File: src/sv/sgmlms_pkg.sv
// ----------------------------------------------------------------------------
// sgmlms_pkg
// Types, codes and character constants shared by the markup splitter.
// ----------------------------------------------------------------------------
package sgmlms_pkg;

  localparam int CodeWidth = 32;  // width of the character code accumulator
  localparam int ValWidth  = 32;  // width of an event value
  localparam int MaxEvents = 3;   // events caused by one byte at most

  typedef enum logic [2:0] {
    EV_TEXT    = 3'd0,
    EV_TAG_BEG = 3'd1,
    EV_TAG_CHR = 3'd2,
    EV_TAG_END = 3'd3,
    EV_COM_BEG = 3'd4,
    EV_COM_CHR = 3'd5,
    EV_COM_END = 3'd6
  } evt_kind_e;

  typedef enum logic [12:0] {
    S_TEXT      = 13'b0000000000001,
    S_OPEN      = 13'b0000000000010,
    S_ZERO      = 13'b0000000000100,
    S_HEX       = 13'b0000000001000,
    S_DEC       = 13'b0000000010000,
    S_OCT       = 13'b0000000100000,
    S_TAG       = 13'b0000001000000,
    S_DASH      = 13'b0000010000000,
    S_COM       = 13'b0000100000000,
    S_COM_DASH  = 13'b0001000000000,
    S_QUOTE     = 13'b0010000000000,
    S_QUOTE_ESC = 13'b0100000000000,
    S_TAG_ESC   = 13'b1000000000000
  } parse_state_e;

  localparam logic [7:0] ChLt    = 8'h3C;  // '<'
  localparam logic [7:0] ChGt    = 8'h3E;  // '>'
  localparam logic [7:0] ChDash  = 8'h2D;  // '-'
  localparam logic [7:0] ChQuote = 8'h22;  // '"'
  localparam logic [7:0] ChBack  = 8'h5C;  // '\'
  localparam logic [7:0] ChZero  = 8'h30;  // '0'
  localparam logic [7:0] ChOne   = 8'h31;  // '1'
  localparam logic [7:0] ChSeven = 8'h37;  // '7'
  localparam logic [7:0] ChNine  = 8'h39;  // '9'
  localparam logic [7:0] ChLowA  = 8'h61;  // 'a'
  localparam logic [7:0] ChLowF  = 8'h66;  // 'f'
  localparam logic [7:0] ChUpA   = 8'h41;  // 'A'
  localparam logic [7:0] ChUpF   = 8'h46;  // 'F'
  localparam logic [7:0] ChLowX  = 8'h78;  // 'x'
  localparam logic [7:0] ChUpX   = 8'h58;  // 'X'

endpackage

File: src/sv/sgml_markup_splitter_top.sv
// ----------------------------------------------------------------------------
// sgml_markup_splitter_top
// Splits a markup byte stream into text, tag and comment events, decoding
// numeric character codes in angle brackets.
// ----------------------------------------------------------------------------
//  channel  | dir | tdata            | tuser          | tlast
//  s_axis   | in  | byte_in [7:0]    | -              | -
//  m_axis   | out | event_value[31:0]| event_kind[2:0]| last_of_run
//
// One byte is decoded in the cycle it is accepted; its 0 to 3 events are
// loaded into a three-entry result buffer and leave one per cycle while
// the output is ready, so a byte causing one event sustains one byte per
// cycle; more events stall input while the single output port drains them.
// Reset clears the parser to plain text and empties the result buffer.
// A stalled output holds the buffer; input is taken only when the buffer is
// empty or its last entry leaves in the same cycle.
// ----------------------------------------------------------------------------
module sgml_markup_splitter_top (
  input  logic                              clk_i,
  input  logic                              rst_ni,
  input  logic                              s_axis_tvalid_i,
  output logic                              s_axis_tready_o,
  input  logic [7:0]                        s_axis_tdata_i,   // byte_in[7:0]
  output logic                              m_axis_tvalid_o,
  input  logic                              m_axis_tready_i,
  output logic [sgmlms_pkg::ValWidth-1:0]   m_axis_tdata_o,   // event_value[31:0]
  output logic [2:0]                        m_axis_tuser_o,   // event_kind[2:0]
  output logic                              m_axis_tlast_o    // last_of_run
);
  import sgmlms_pkg::*;

  parse_state_e         state_q, state_d;
  logic                 ret_q, ret_d;
  logic [CodeWidth-1:0] acc_q, acc_d;

  evt_kind_e            kind_q [MaxEvents];
  logic [ValWidth-1:0]  val_q  [MaxEvents];
  logic [1:0]           cnt_q;

  evt_kind_e            ev_kind [MaxEvents];
  logic [ValWidth-1:0]  ev_val  [MaxEvents];
  logic [1:0]           ev_n;

  logic                 s_acc, m_pop;
  logic [7:0]           c;

  assign c = s_axis_tdata_i;
  assign s_axis_tready_o = (cnt_q == 2'd0) || ((cnt_q == 2'd1) && m_axis_tready_i);
  assign s_acc = s_axis_tvalid_i && s_axis_tready_o;
  assign m_pop = m_axis_tvalid_o && m_axis_tready_i;

  assign m_axis_tvalid_o = (cnt_q != 2'd0);
  assign m_axis_tdata_o  = val_q[0];
  assign m_axis_tuser_o  = kind_q[0];
  assign m_axis_tlast_o  = (cnt_q == 2'd1);

  // Parser step for the byte at the input.
  always_comb begin
    logic [3:0]           dig;
    logic [CodeWidth-1:0] acc_code;
    logic [ValWidth-1:0]  cv;
    logic [ValWidth-1:0]  accv;
    dig      = 4'd0;
    acc_code = '0;
    cv       = ValWidth'(c);
    accv     = ValWidth'(acc_q);
    state_d  = state_q;
    ret_d    = ret_q;
    acc_d    = acc_q;
    ev_n     = 2'd0;
    for (int i = 0; i < MaxEvents; i++) begin
      ev_kind[i] = EV_TEXT;
      ev_val[i]  = '0;
    end

    if (c inside {[ChZero:ChNine]}) begin
      dig = 4'(c - ChZero);
    end else if (c inside {[ChLowA:ChLowF]}) begin
      dig = 4'(c - ChLowA + 8'd10);
    end else if (c inside {[ChUpA:ChUpF]}) begin
      dig = 4'(c - ChUpA + 8'd10);
    end
    case (state_q)
      S_HEX:   acc_code = (acc_q << 4) + CodeWidth'(dig);
      S_DEC:   acc_code = (acc_q << 3) + (acc_q << 1) + CodeWidth'(dig);
      default: acc_code = (acc_q << 3) + CodeWidth'(dig);
    endcase

    case (state_q)
      S_TEXT: begin
        if (c == ChLt) begin
          state_d = S_OPEN;
        end else begin
          ev_n = 2'd1; ev_kind[0] = EV_TEXT; ev_val[0] = cv;
        end
      end
      S_OPEN: begin
        acc_d = '0;
        if (c == ChZero) begin
          state_d = S_ZERO;
        end else if (c inside {[ChOne:ChNine]}) begin
          acc_d   = CodeWidth'(dig);
          state_d = S_DEC;
        end else if (c == ChDash) begin
          ret_d   = 1'b0;
          state_d = S_DASH;
        end else if (c == ChGt) begin
          state_d = S_TEXT;
        end else begin
          ev_n = 2'd2;
          ev_kind[0] = EV_TAG_BEG;
          ev_kind[1] = EV_TAG_CHR; ev_val[1] = cv;
          state_d = (c == ChQuote) ? S_QUOTE : (c == ChBack) ? S_TAG_ESC : S_TAG;
        end
      end
      S_ZERO: begin
        if (c == ChLowX || c == ChUpX) begin
          state_d = S_HEX;
        end else if (c inside {[ChZero:ChSeven]}) begin
          acc_d   = CodeWidth'(dig);
          state_d = S_OCT;
        end else if (c == ChGt) begin
          ev_n = 2'd1; ev_kind[0] = EV_TEXT;
          state_d = S_TEXT;
        end else begin
          ev_n = 2'd2;
          ev_kind[0] = EV_TAG_BEG;
          ev_kind[1] = EV_TAG_CHR; ev_val[1] = ValWidth'(ChZero);
          state_d = S_TAG;
        end
      end
      S_HEX, S_DEC, S_OCT: begin
        if ((state_q == S_HEX && (c inside {[ChZero:ChNine], [ChLowA:ChLowF],
                                            [ChUpA:ChUpF]})) ||
            (state_q == S_DEC && (c inside {[ChZero:ChNine]})) ||
            (state_q == S_OCT && (c inside {[ChZero:ChSeven]}))) begin
          acc_d = acc_code;
        end else if (c == ChGt) begin
          ev_n = 2'd1; ev_kind[0] = EV_TEXT; ev_val[0] = accv;
          state_d = S_TEXT;
        end else begin
          // Malformed code: the digits so far become one tag character.
          ev_n = 2'd2;
          ev_kind[0] = EV_TAG_BEG;
          ev_kind[1] = EV_TAG_CHR; ev_val[1] = accv;
          state_d = S_TAG;
        end
      end
      S_TAG: begin
        if (c == ChGt) begin
          ev_n = 2'd1; ev_kind[0] = EV_TAG_END;
          state_d = S_TEXT;
        end else if (c == ChDash) begin
          ret_d   = 1'b1;
          state_d = S_DASH;
        end else begin
          ev_n = 2'd1; ev_kind[0] = EV_TAG_CHR; ev_val[0] = cv;
          if (c == ChQuote) begin
            state_d = S_QUOTE;
          end else if (c == ChBack) begin
            state_d = S_TAG_ESC;
          end
        end
      end
      S_DASH: begin
        if (c == ChDash) begin
          ev_n = 2'd1; ev_kind[0] = EV_COM_BEG;
          state_d = S_COM;
        end else if (c == ChGt) begin
          ev_n = 2'd3;
          ev_kind[0] = EV_TAG_BEG;
          ev_kind[1] = EV_TAG_CHR; ev_val[1] = ValWidth'(ChDash);
          ev_kind[2] = EV_TAG_END;
          state_d = S_TEXT;
        end else if (!ret_q) begin
          ev_n = 2'd3;
          ev_kind[0] = EV_TAG_BEG;
          ev_kind[1] = EV_TAG_CHR; ev_val[1] = ValWidth'(ChDash);
          ev_kind[2] = EV_TAG_CHR; ev_val[2] = cv;
          state_d = S_TAG;
        end else begin
          ev_n = 2'd2;
          ev_kind[0] = EV_TAG_CHR; ev_val[0] = ValWidth'(ChDash);
          ev_kind[1] = EV_TAG_CHR; ev_val[1] = cv;
          state_d = S_TAG;
        end
      end
      S_COM: begin
        if (c == ChDash) begin
          state_d = S_COM_DASH;
        end else begin
          ev_n = 2'd1; ev_kind[0] = EV_COM_CHR; ev_val[0] = cv;
        end
      end
      S_COM_DASH: begin
        if (c == ChDash) begin
          ev_n = 2'd1; ev_kind[0] = EV_COM_END;
          state_d = ret_q ? S_TAG : S_OPEN;
        end else begin
          ev_n = 2'd2;
          ev_kind[0] = EV_COM_CHR; ev_val[0] = ValWidth'(ChDash);
          ev_kind[1] = EV_COM_CHR; ev_val[1] = cv;
          state_d = S_COM;
        end
      end
      S_QUOTE: begin
        ev_n = 2'd1; ev_kind[0] = EV_TAG_CHR; ev_val[0] = cv;
        if (c == ChQuote) begin
          state_d = S_TAG;
        end else if (c == ChBack) begin
          state_d = S_QUOTE_ESC;
        end
      end
      S_QUOTE_ESC: begin
        ev_n = 2'd1; ev_kind[0] = EV_TAG_CHR; ev_val[0] = cv;
        state_d = S_QUOTE;
      end
      S_TAG_ESC: begin
        ev_n = 2'd1; ev_kind[0] = EV_TAG_CHR; ev_val[0] = cv;
        state_d = S_TAG;
      end
      default: begin
        state_d = S_TEXT;
      end
    endcase
  end

  always_ff @(posedge clk_i or negedge rst_ni) begin
    if (!rst_ni) begin
      state_q <= S_TEXT;
      ret_q   <= 1'b0;
      acc_q   <= '0;
    end else if (s_acc) begin
      state_q <= state_d;
      ret_q   <= ret_d;
      acc_q   <= acc_d;
    end
  end

  always_ff @(posedge clk_i or negedge rst_ni) begin
    if (!rst_ni) begin
      cnt_q <= 2'd0;
    end else if (s_acc) begin
      cnt_q <= ev_n;
    end else if (m_pop) begin
      cnt_q <= cnt_q - 2'd1;
    end
  end

  // Head of the buffer is always entry 0; a pop shifts the rest down.
  always_ff @(posedge clk_i) begin
    if (s_acc) begin
      for (int i = 0; i < MaxEvents; i++) begin
        kind_q[i] <= ev_kind[i];
        val_q[i]  <= ev_val[i];
      end
    end else if (m_pop) begin
      for (int i = 0; i < MaxEvents - 1; i++) begin
        kind_q[i] <= kind_q[i+1];
        val_q[i]  <= val_q[i+1];
      end
    end
  end

  a_cnt_range: assert property (@(posedge clk_i) disable iff (!rst_ni)
    cnt_q != 2'd3 || MaxEvents == 3)
    else $error("result count out of range");

  a_accept_drained: assert property (@(posedge clk_i) disable iff (!rst_ni)
    s_acc |-> (cnt_q == 2'd0 || (cnt_q == 2'd1 && m_axis_tready_i)))
    else $error("byte accepted over pending results");

  a_pop_count: assert property (@(posedge clk_i) disable iff (!rst_ni)
    (m_pop && !s_acc) |=> cnt_q == $past(cnt_q) - 2'd1)
    else $error("result count not decremented on pop");

  a_text_event: assert property (@(posedge clk_i) disable iff (!rst_ni)
    (s_acc && state_q == S_TEXT && c != ChLt) |=>
      (cnt_q == 2'd1 && m_axis_tuser_o == EV_TEXT && m_axis_tdata_o == ValWidth'($past(c))))
    else $error("plain byte did not give one text event");

endmodule
File: config.mk
export PLATFORM = sky130hd
export DESIGN_NAME = sgml_markup_splitter_top
export DESIGN_NICKNAME = d
export VERILOG_FILES = /design/src/sv/sgmlms_pkg.sv /design/src/sv/sgml_markup_splitter_top.sv
export SDC_FILE = /design/constraint.sdc
export NUM_CORES = 1
export LEC_CHECK = 0
export ABC_AREA = 0
export ABC_CLOCK_PERIOD_IN_PS = 4500
export BUFFER_PORTS_ARGS = -buffer_cell sky130_fd_sc_hd__buf_2
export CAP_MARGIN = 25
export CELL_PAD_IN_SITES_DETAIL_PLACEMENT = 0
export CELL_PAD_IN_SITES_GLOBAL_PLACEMENT = 1
export CORE_AREA = 2 2 104 207
export DETAILED_ROUTE_END_ITERATION = 10
export DIE_AREA = 0 0 106 209
export GPL_ROUTABILITY_DRIVEN = 0
export HOLD_SLACK_MARGIN = 0.06
export PLACE_DENSITY_LB_ADDON = 0.2
export SLEW_MARGIN = 10
export SYNTH_ARGS = -nofsm -noshare
export SYNTH_HDL_FRONTEND = slang
export SYNTH_SLANG_ARGS = --single-unit
File: constraint.sdc
create_clock -name clk_i -period 4.5 [get_ports clk_i]
set_input_delay 0.9 -clock clk_i [delete_from_list [all_inputs] [get_ports clk_i]]
set_output_delay 0.9 -clock clk_i [all_outputs]
set_load 0.05 [all_outputs]
==> results of run 1 <==
==> power by group through the flow <==
stage               registers, mW  clock network [mW]  logic (mW)
global route                 1.80                1.39        1.61
floorplan                    1.77                   0        1.34
CTS                          1.77                1.34        1.50
finish                       1.77                1.32        1.49
global placement             1.78                   0        1.48
detailed placement           1.79                   0        1.49
==> cell type report <==
class                      count  area (sq um)
multi-input combinational    849          5603
sequential                   128          3605
timing repair buffer         115         747.0
inverter                      22         86.33
clock inverter                15         133.9
tap                          269         336.6
clock buffer                  17         425.4
fill                        1950          9802
==> sequential cells by signal, indices dropped and copies added (netlist names) <==
name	count
kind_q	8
val_q	72
state_q	13
cnt_q	2
ret_q	1
acc_q	32
==> worst max-delay path, stage by stage <==
cell and delay, ns:
buf_2 0.13, inv_2 0.12, ha_4 0.17, o21bai_2 0.09
a21oi_1 0.18, a21oi_2 0.05, or2_4 0.26, nor2_4 0.13
fa_2 0.47, fa_2 0.43, a211oi_4 0.29, o211a_1 0.25
o311ai_4 0.11, a211o_1 0.32, a221o_1 0.35, a21oi_2 0.15
xor2_1 0.14, o21ai_0 0.09
==> per-layer routing <==
metal | GRT usage | vias up | wire [um]
met4 | 0.07078 | 0 | 435
met1 | 0.3400 | 3928 | 12060
li1 | - | 4088 | -
met2 | 0.3660 | 223 | 11850
met3 | 0.03088 | 30 | 979
met5 | 0 | - | 0
==> through the flow <==
step,util,setup TNS (ns),area [sq um],hold slack (ns),instances
final,0.5274,0,10940,0.5211,1415
after global placement,0.4974,-1.547,10320,0.4997,1381
after floorplan,-,-0.1047,9783,0.4945,1097
after CTS,0.5244,0,10880,0.5263,1413
after detailed placement,0.4974,-3.212,10320,0.5126,1381
after global routing,0.5274,-0.01143,10940,0.5439,1415
==> path summary, 6_finish.rpt <==
check	to	startpoint	cells after the start
max	acc_q[30]	s_axis_tdata_i[1]	18
min	val_q[0][10]	val_q[0][42]	2
max reg2reg	val_q[0][26]	state_q[7]	7
min reg2reg	val_q[0][10]	val_q[0][42]	2
max in group asynchronous	acc_q[22]	rst_ni	2
min in group asynchronous	ret_q	rst_ni	2
==> kinds of logic (layout without fill, tap and decap cells) <==
family                   after synthesis  count (layout)  synth area share
AND/OR/NAND/NOR                      406             406            0.2135
buffers and inverters                120             169           0.06283
multiplexers                          12              12           0.01613
adder cells (fa/ha/maj)               68              68           0.08928
AO/OA/AOI/OAI                        322             322            0.2095
XOR/XNOR                              41              41           0.03703
flip-flops                           128             128            0.3717
==> timing repair <==
action                                 in CTS  in global routing
setup endpoints to repair                   0                 10
resized for setup                           0                 10
endpoints found under the hold margin       0                  0
buffers inserted                            0                  2
==> layout by cell type, fill, tap and decap left out, types with 11 or more instances in the layout <==
cell type  synthesis  final
a31oi_1           13     13
nand3_1           26     26
and3_1            33     33
o21ai_1           11     11
a21o_1            19     18
o21ai_0           99     99
buf_2              7     48
nor3_1            17     17
clkbuf_16          0     17
xnor2_1           28     28
xor2_1            13     13
a22oi_1           11     11
and2_1            13     13
nand2_1          157    157
nor2b_1           11     11
o211ai_1          11     11
dfrtp_1           47     47
inv_1             22     20
nand4_1           14     14
buf_4             36     66
edfxtp_1          80     80
ha_1              66     63
a21oi_1           72     69
nor2_1            64     63
==> metrics.txt, run 1 <==
# TYPE chip_impl_metric gauge
chip_impl_metric{name="power.density",unit="nW/um^2"} 419.0
chip_impl_metric{name="grt_pass1_wl",unit="um"} 41730
chip_impl_metric{name="worst_slew_pin_slew",unit="ns"} 0.9677
chip_impl_metric{name="routed-via-count",unit=""} 8269
chip_impl_metric{name="post_dp_hpwl",unit="um"} 18800
chip_impl_metric{name="drt_first_pass_iters",unit=""} 5
chip_impl_metric{name="drive_above_1_share",unit=""} 0.1728
chip_impl_info{name="clock_tree_from_tritoncts",value="built"} 1
chip_impl_metric{name="finalHoldViolations",unit=""} 0
chip_impl_metric{name="num-nets-final",unit=""} 1213
chip_impl_metric{name="std_cell_rows",unit=""} 75
chip_impl_metric{name="max_slew_margin",unit=""} 0.3532
chip_impl_metric{name="antenna_left",unit=""} 0
chip_impl_metric{name="critical_path.max_fanout",unit=""} 5
chip_impl_metric{name="clock_tree.htree_level_count",unit=""} 4
chip_impl_metric{name="die_height",unit="um"} 209
chip_impl_metric{name="synth_seq_cells",unit=""} 128
chip_impl_metric{name="total_switching_power",unit="mW"} 1.809
chip_impl_metric{name="sequentialPowerShare",unit=""} 0.385
chip_impl_metric{name="clock-skew-final",unit="ns"} 0.01019
chip_impl_metric{name="timing_max_transition_violations_final",unit=""} 0
chip_impl_metric{name="clkTransAtPathRegs",unit="ns"} 0.06
chip_impl_metric{name="vias_per_cell",unit=""} 5.844
chip_impl_metric{name="share_clk_of_total_power",unit=""} 0.289
chip_impl_info{name="post-synth-top-count-cell",value="nand2_1"} 1
chip_impl_metric{name="via_count_of_the_first_global_routing_pass",unit=""} 7857
chip_impl_metric{name="min_period_over_period",unit=""} 0.9648
chip_impl_metric{name="design.die.area",unit="sq um"} 22150
chip_impl_metric{name="vdd.ir_drop.worst",unit="mV"} 0.3862
chip_impl_metric{name="chipWidth",unit="um"} 106
chip_impl_metric{name="post-place-ws",unit="ns"} -0.4039
chip_impl_metric{name="io_buffer_count",unit=""} 49
chip_impl_metric{name="critical_path_required",unit="ns"} 4.80
chip_impl_metric{name="synth-edff-count",unit=""} 80
chip_impl_metric{name="distinct_cell_type_count_of_the_synthesized_netlist",unit=""} 81
chip_impl_metric{name="synth.net_count",unit=""} 1177
chip_impl_metric{name="clock_sinks",unit=""} 128
chip_impl_info{name="yosysTopAreaCell",value="edfxtp_1"} 1
chip_impl_metric{name="cts-buffers-inserted",unit=""} 17
chip_impl_metric{name="cts-root-to-sink-buffers",unit=""} 2
chip_impl_info{name="worstHoldPathType",value="flip-flop to flip-flop"} 1
chip_impl_metric{name="synth_top_cell_area_share",unit=""} 0.2477
chip_impl_metric{name="ctsHoldBuffers",unit=""} 0
chip_impl_metric{name="initial_core_utilization",unit=""} 0.4676
chip_impl_metric{name="signal_arrival_time_at_the_worst_endpoint",unit="ns"} 4.64
chip_impl_info{name="synth_top_flop_cell",value="edfxtp_1"} 1
chip_impl_metric{name="p_comb_frac",unit=""} 0.326
chip_impl_metric{name="power",unit="mW"} 4.583
chip_impl_metric{name="coreArea",unit="sq um"} 20740
chip_impl_info{name="worst-setup-path-type",value="input pin to flip-flop"} 1
chip_impl_metric{name="fmaxAchievable",unit="MHz"} 230.3
chip_impl_metric{name="drt-total-wl",unit="um"} 25320
chip_impl_metric{name="globalRouteOverflowTotal",unit=""} 0
chip_impl_metric{name="ioPinCount",unit=""} 50
chip_impl_metric{name="power.switching_fraction",unit=""} 0.3947
chip_impl_metric{name="period_minus_slack",unit="ns"} 4.341
chip_impl_metric{name="area_of_the_mapped_netlist",unit="sq um"} 9698
chip_impl_metric{name="drc_errors",unit=""} 0
chip_impl_info{name="ys_top_cells_by_count",value="157 x nand2_1, 99 x o21ai_0, 80 x edfxtp_1, 72 x a21oi_1, 66 x ha_1"} 1
chip_impl_metric{name="fin_ws",unit="ns"} 0.1585
chip_impl_metric{name="drtIter0Drc",unit=""} 561
chip_impl_info{name="outcome",value="finished, final reports clean"} 1
chip_impl_metric{name="grt_max_degree",unit=""} 59
chip_impl_metric{name="cell_internal_pwr",unit="mW"} 2.774
chip_impl_metric{name="worst_skew_pair_later_pin_latency",unit="ns"} 0.43
chip_impl_metric{name="ys.warnings.count",unit=""} 0
chip_impl_metric{name="grt_antenna_before_repair",unit=""} 0
chip_impl_metric{name="grtUsageTotal",unit=""} 0.2347
chip_impl_metric{name="setup_viol",unit=""} 0
chip_impl_info{name="post_synth_main_area_contributors",value="edfxtp_1 25%, dfrtp_1 12%, ha_1 8.5%"} 1
chip_impl_metric{name="cellLeakagePower",unit="nW"} 4.619
chip_impl_info{name="cts-root-buf",value="clkbuf_16"} 1
chip_impl_metric{name="ys_async_sr_fraction",unit=""} 0.3750
chip_impl_info{name="crit_path_end_kind",value="flip-flop"} 1
chip_impl_metric{name="register_area_share_after_synthesis",unit=""} 0.3717
chip_impl_info{name="critPathLaunchType",value="input pin"} 1
chip_impl_metric{name="setup.reg_to_reg.worst_slack",unit="ns"} 0.97
chip_impl_metric{name="diode_count",unit=""} 0
chip_impl_metric{name="avgSynthCellArea",unit="sq um"} 8.841
chip_impl_metric{name="synth_cells",unit=""} 1097
chip_impl_metric{name="avgRoutedWirePerCell",unit="um"} 17.89
chip_impl_metric{name="maxCapViolCount",unit=""} 0
chip_impl_metric{name="syn2layout_area_growth",unit="%"} 12.77
Power figures use the tool's default switching activity.
==> run 2: changes to the inputs <==
==> constraint.sdc (replaced) <==
create_clock -name clk_i -period 4.5 [get_ports clk_i]
set_input_delay 0.675 -clock clk_i [delete_from_list [all_inputs] [get_ports clk_i]]
set_output_delay 0.675 -clock clk_i [all_outputs]
set_load 0.05 [all_outputs]
==> metrics.txt, run 2 (same netlist as run 1, synthesis figures left out) <==
# TYPE chip_impl_metric gauge
chip_impl_metric{name="num-nets-final",unit=""} 1196
chip_impl_metric{name="p_comb_frac",unit=""} 0.319
chip_impl_metric{name="post_dp_hpwl",unit="um"} 18300
chip_impl_metric{name="critical_path.max_fanout",unit=""} 4
chip_impl_metric{name="drt_first_pass_iters",unit=""} 5
chip_impl_metric{name="drive_above_1_share",unit=""} 0.1550
chip_impl_metric{name="chipWidth",unit="um"} 106
chip_impl_metric{name="maxCapViolCount",unit=""} 0
chip_impl_metric{name="fin_ws",unit="ns"} 0.1629
chip_impl_metric{name="power",unit="mW"} 4.621
chip_impl_metric{name="timing_max_transition_violations_final",unit=""} 0
chip_impl_info{name="worstPathCellList",value="buf_2 > inv_1 > ha_1 > nand2b_1 > o211a_1 > a21oi_2 > or2_2 > nor2_4 > fa_1 > fa_2 > a211oi_2 > o211a_1 > o311ai_4 > a211o_1 > a221o_1 > a21oi_2 > xor2_1 > o21ai_0"} 1
chip_impl_info{name="cts-root-buf",value="clkbuf_16"} 1
chip_impl_metric{name="number_of_cells_upsized_or_downsized_after_cts",unit=""} 0
chip_impl_info{name="biggestRegsByFlops",value="val_q x72, acc_q x32, state_q x13"} 1
chip_impl_metric{name="sequentialPowerShare",unit=""} 0.381
chip_impl_metric{name="design.die.area",unit="sq um"} 22150
chip_impl_info{name="cp_slowest_cell",value="fa_1"} 1
chip_impl_info{name="largest_register",value="val_q"} 1
chip_impl_metric{name="setup_viol",unit=""} 0
chip_impl_metric{name="initial_core_utilization",unit=""} 0.4676
chip_impl_metric{name="placed_area",unit="sq um"} 10170
chip_impl_info{name="setup_repair_after_global_routing_missed_its_margin",value="false"} 1
chip_impl_metric{name="power.switching_fraction",unit=""} 0.3891
chip_impl_metric{name="io_buffer_count",unit=""} 49
chip_impl_info{name="crit_path_end_kind",value="flip-flop"} 1
chip_impl_metric{name="clock_tree.htree_level_count",unit=""} 4
chip_impl_metric{name="cp_buf_inv_count",unit=""} 2
chip_impl_metric{name="via_count_of_the_first_global_routing_pass",unit=""} 7718
chip_impl_metric{name="post-place-ws",unit="ns"} -0.2742
chip_impl_metric{name="std_cell_rows",unit=""} 75
chip_impl_metric{name="coreArea",unit="sq um"} 20740
chip_impl_metric{name="crit_path_max_incr_delay",unit="ns"} 0.47
chip_impl_metric{name="min_period_over_period",unit=""} 0.9638
chip_impl_metric{name="syn2layout_area_growth",unit="%"} 11.00
chip_impl_metric{name="routed-via-count",unit=""} 8209
chip_impl_metric{name="layout.core_utilization",unit=""} 0.5191
chip_impl_metric{name="diode_count",unit=""} 0
chip_impl_info{name="worst-setup-path-type",value="input pin to flip-flop"} 1
chip_impl_metric{name="cts-buffers-inserted",unit=""} 17
chip_impl_metric{name="power.density",unit="nW/um^2"} 429.2
chip_impl_metric{name="signal_arrival_time_at_the_worst_endpoint",unit="ns"} 4.64
chip_impl_metric{name="drtIter0Drc",unit=""} 689
chip_impl_metric{name="antenna_left",unit=""} 0
chip_impl_metric{name="grt_pass1_wl",unit="um"} 40800
chip_impl_metric{name="ctsHoldBuffers",unit=""} 0
chip_impl_metric{name="globalRouteOverflowTotal",unit=""} 0
chip_impl_metric{name="grt_max_degree",unit=""} 59
chip_impl_metric{name="seqCellArea",unit="sq um"} 3605
chip_impl_metric{name="timing.hold.ws",unit="ns"} 0.3582
chip_impl_metric{name="vdd.ir_drop.worst",unit="mV"} 0.5223
chip_impl_info{name="worstHoldPathType",value="input pin to asynchronous set/reset pin"} 1
chip_impl_metric{name="drc_errors",unit=""} 0
chip_impl_metric{name="critical_path_required",unit="ns"} 4.80
chip_impl_metric{name="share_clk_of_total_power",unit=""} 0.300
chip_impl_metric{name="largest_register_ff_count",unit=""} 72
chip_impl_metric{name="total_area_of_multi_input_combinational_cells",unit="sq um"} 5540
chip_impl_metric{name="cts-root-to-sink-buffers",unit=""} 2
chip_impl_metric{name="cell_internal_pwr",unit="mW"} 2.823
chip_impl_metric{name="fmaxAchievable",unit="MHz"} 230.6
chip_impl_metric{name="period_minus_slack",unit="ns"} 4.337
chip_impl_metric{name="n_fill_cell",unit=""} 1947
chip_impl_metric{name="drt-total-wl",unit="um"} 24970
chip_impl_info{name="path_delay_family",value="compound AO/OA/AOI/OAI gates"} 1
chip_impl_metric{name="vias_per_cell",unit=""} 5.872
chip_impl_metric{name="worst_slew_pin_slew",unit="ns"} 0.7883
chip_impl_metric{name="avgRoutedWirePerCell",unit="um"} 17.86
chip_impl_metric{name="post-route-cell-area",unit="sq um"} 10770
chip_impl_metric{name="total_switching_power",unit="mW"} 1.798
chip_impl_metric{name="worst_skew_pair_later_pin_latency",unit="ns"} 0.44
chip_impl_info{name="mostFrequentLayoutCell",value="nand2_1"} 1
chip_impl_metric{name="finalHoldViolations",unit=""} 0
chip_impl_metric{name="grtUsageTotal",unit=""} 0.2305
chip_impl_metric{name="clkTransAtPathRegs",unit="ns"} 0.06
chip_impl_metric{name="postCtsSetupRepairBufs",unit=""} 0
chip_impl_metric{name="clock_sinks",unit=""} 128
chip_impl_metric{name="clock-skew-final",unit="ns"} 0.007711
chip_impl_metric{name="cellLeakagePower",unit="nW"} 4.550
chip_impl_info{name="critPathLaunchType",value="input pin"} 1
chip_impl_info{name="final_cell_mix",value="157 x nand2_1, 99 x o21ai_0, 80 x edfxtp_1"} 1
chip_impl_metric{name="max_slew_margin",unit=""} 0.4704
chip_impl_metric{name="die_height",unit="um"} 209
chip_impl_info{name="outcome",value="finished, final reports clean"} 1
chip_impl_info{name="clock_tree_from_tritoncts",value="built"} 1
chip_impl_metric{name="grt_antenna_before_repair",unit=""} 0
chip_impl_metric{name="ioPinCount",unit=""} 50
## run 2: power groups by stage
stage	combinational (mW)	clock, mW	sequential (mW)
final	1.47	1.39	1.76
after global routing	1.59	1.45	1.80
after CTS	1.48	1.41	1.76
after detailed placement	1.48	0	1.79
after global placement	1.47	0	1.78
after floorplan	1.34	0	1.77
## run 2: final cells by class
cell class | instances | share of cell area
multi-input combinational | 849 | 0.5146
sequential | 128 | 0.3348
timing repair buffer | 98 | 0.05695
clock buffer | 18 | 0.03987
tap | 269 | 0.03126
clock inverter | 14 | 0.01441
inverter | 22 | 0.008020
## run 2: through the flow
stage | TNS, ns | cells
2_1_floorplan | 0 | 1097
3_3_place_gp | -0.1872 | 1365
3_5_place_dp | -0.6287 | 1365
4_1_cts | 0 | 1397
5_1_grt | 0 | 1398
6_report | 0 | 1398
## run 2: path summary, 6_finish.rpt
| path | slack [ns] | start | end | cells past startpoint |
|---|---|---|---|---|
| worst max register to register | 0.88 | state_q[7] | val_q[0][26] | 7 |
| worst min register to register | 0.52 | kind_q[1][0] | kind_q[0][3] | 1 |
| worst min-delay path | 0.36 | rst_ni | ret_q | 2 |
| worst max-delay path | 0.16 | s_axis_tdata_i[1] | acc_q[30] | 18 |
| min in group clk_i | 0.52 | kind_q[1][0] | kind_q[0][3] | 1 |
| max in group asynchronous | 3.68 | rst_ni | acc_q[9] | 2 |
## run 2: layer usage
metal | vias up | part of all wire | wire, um | global-route usage
met3 | 19 | 0.034 | 861 | 0.03868
li1 | 4074 | - | - | -
met4 | 0 | 0.011 | 275 | 0.06216
met2 | 188 | 0.47 | 11690 | 0.3586
met1 | 3928 | 0.49 | 12140 | 0.3323
met5 | - | 0 | 0 | 0
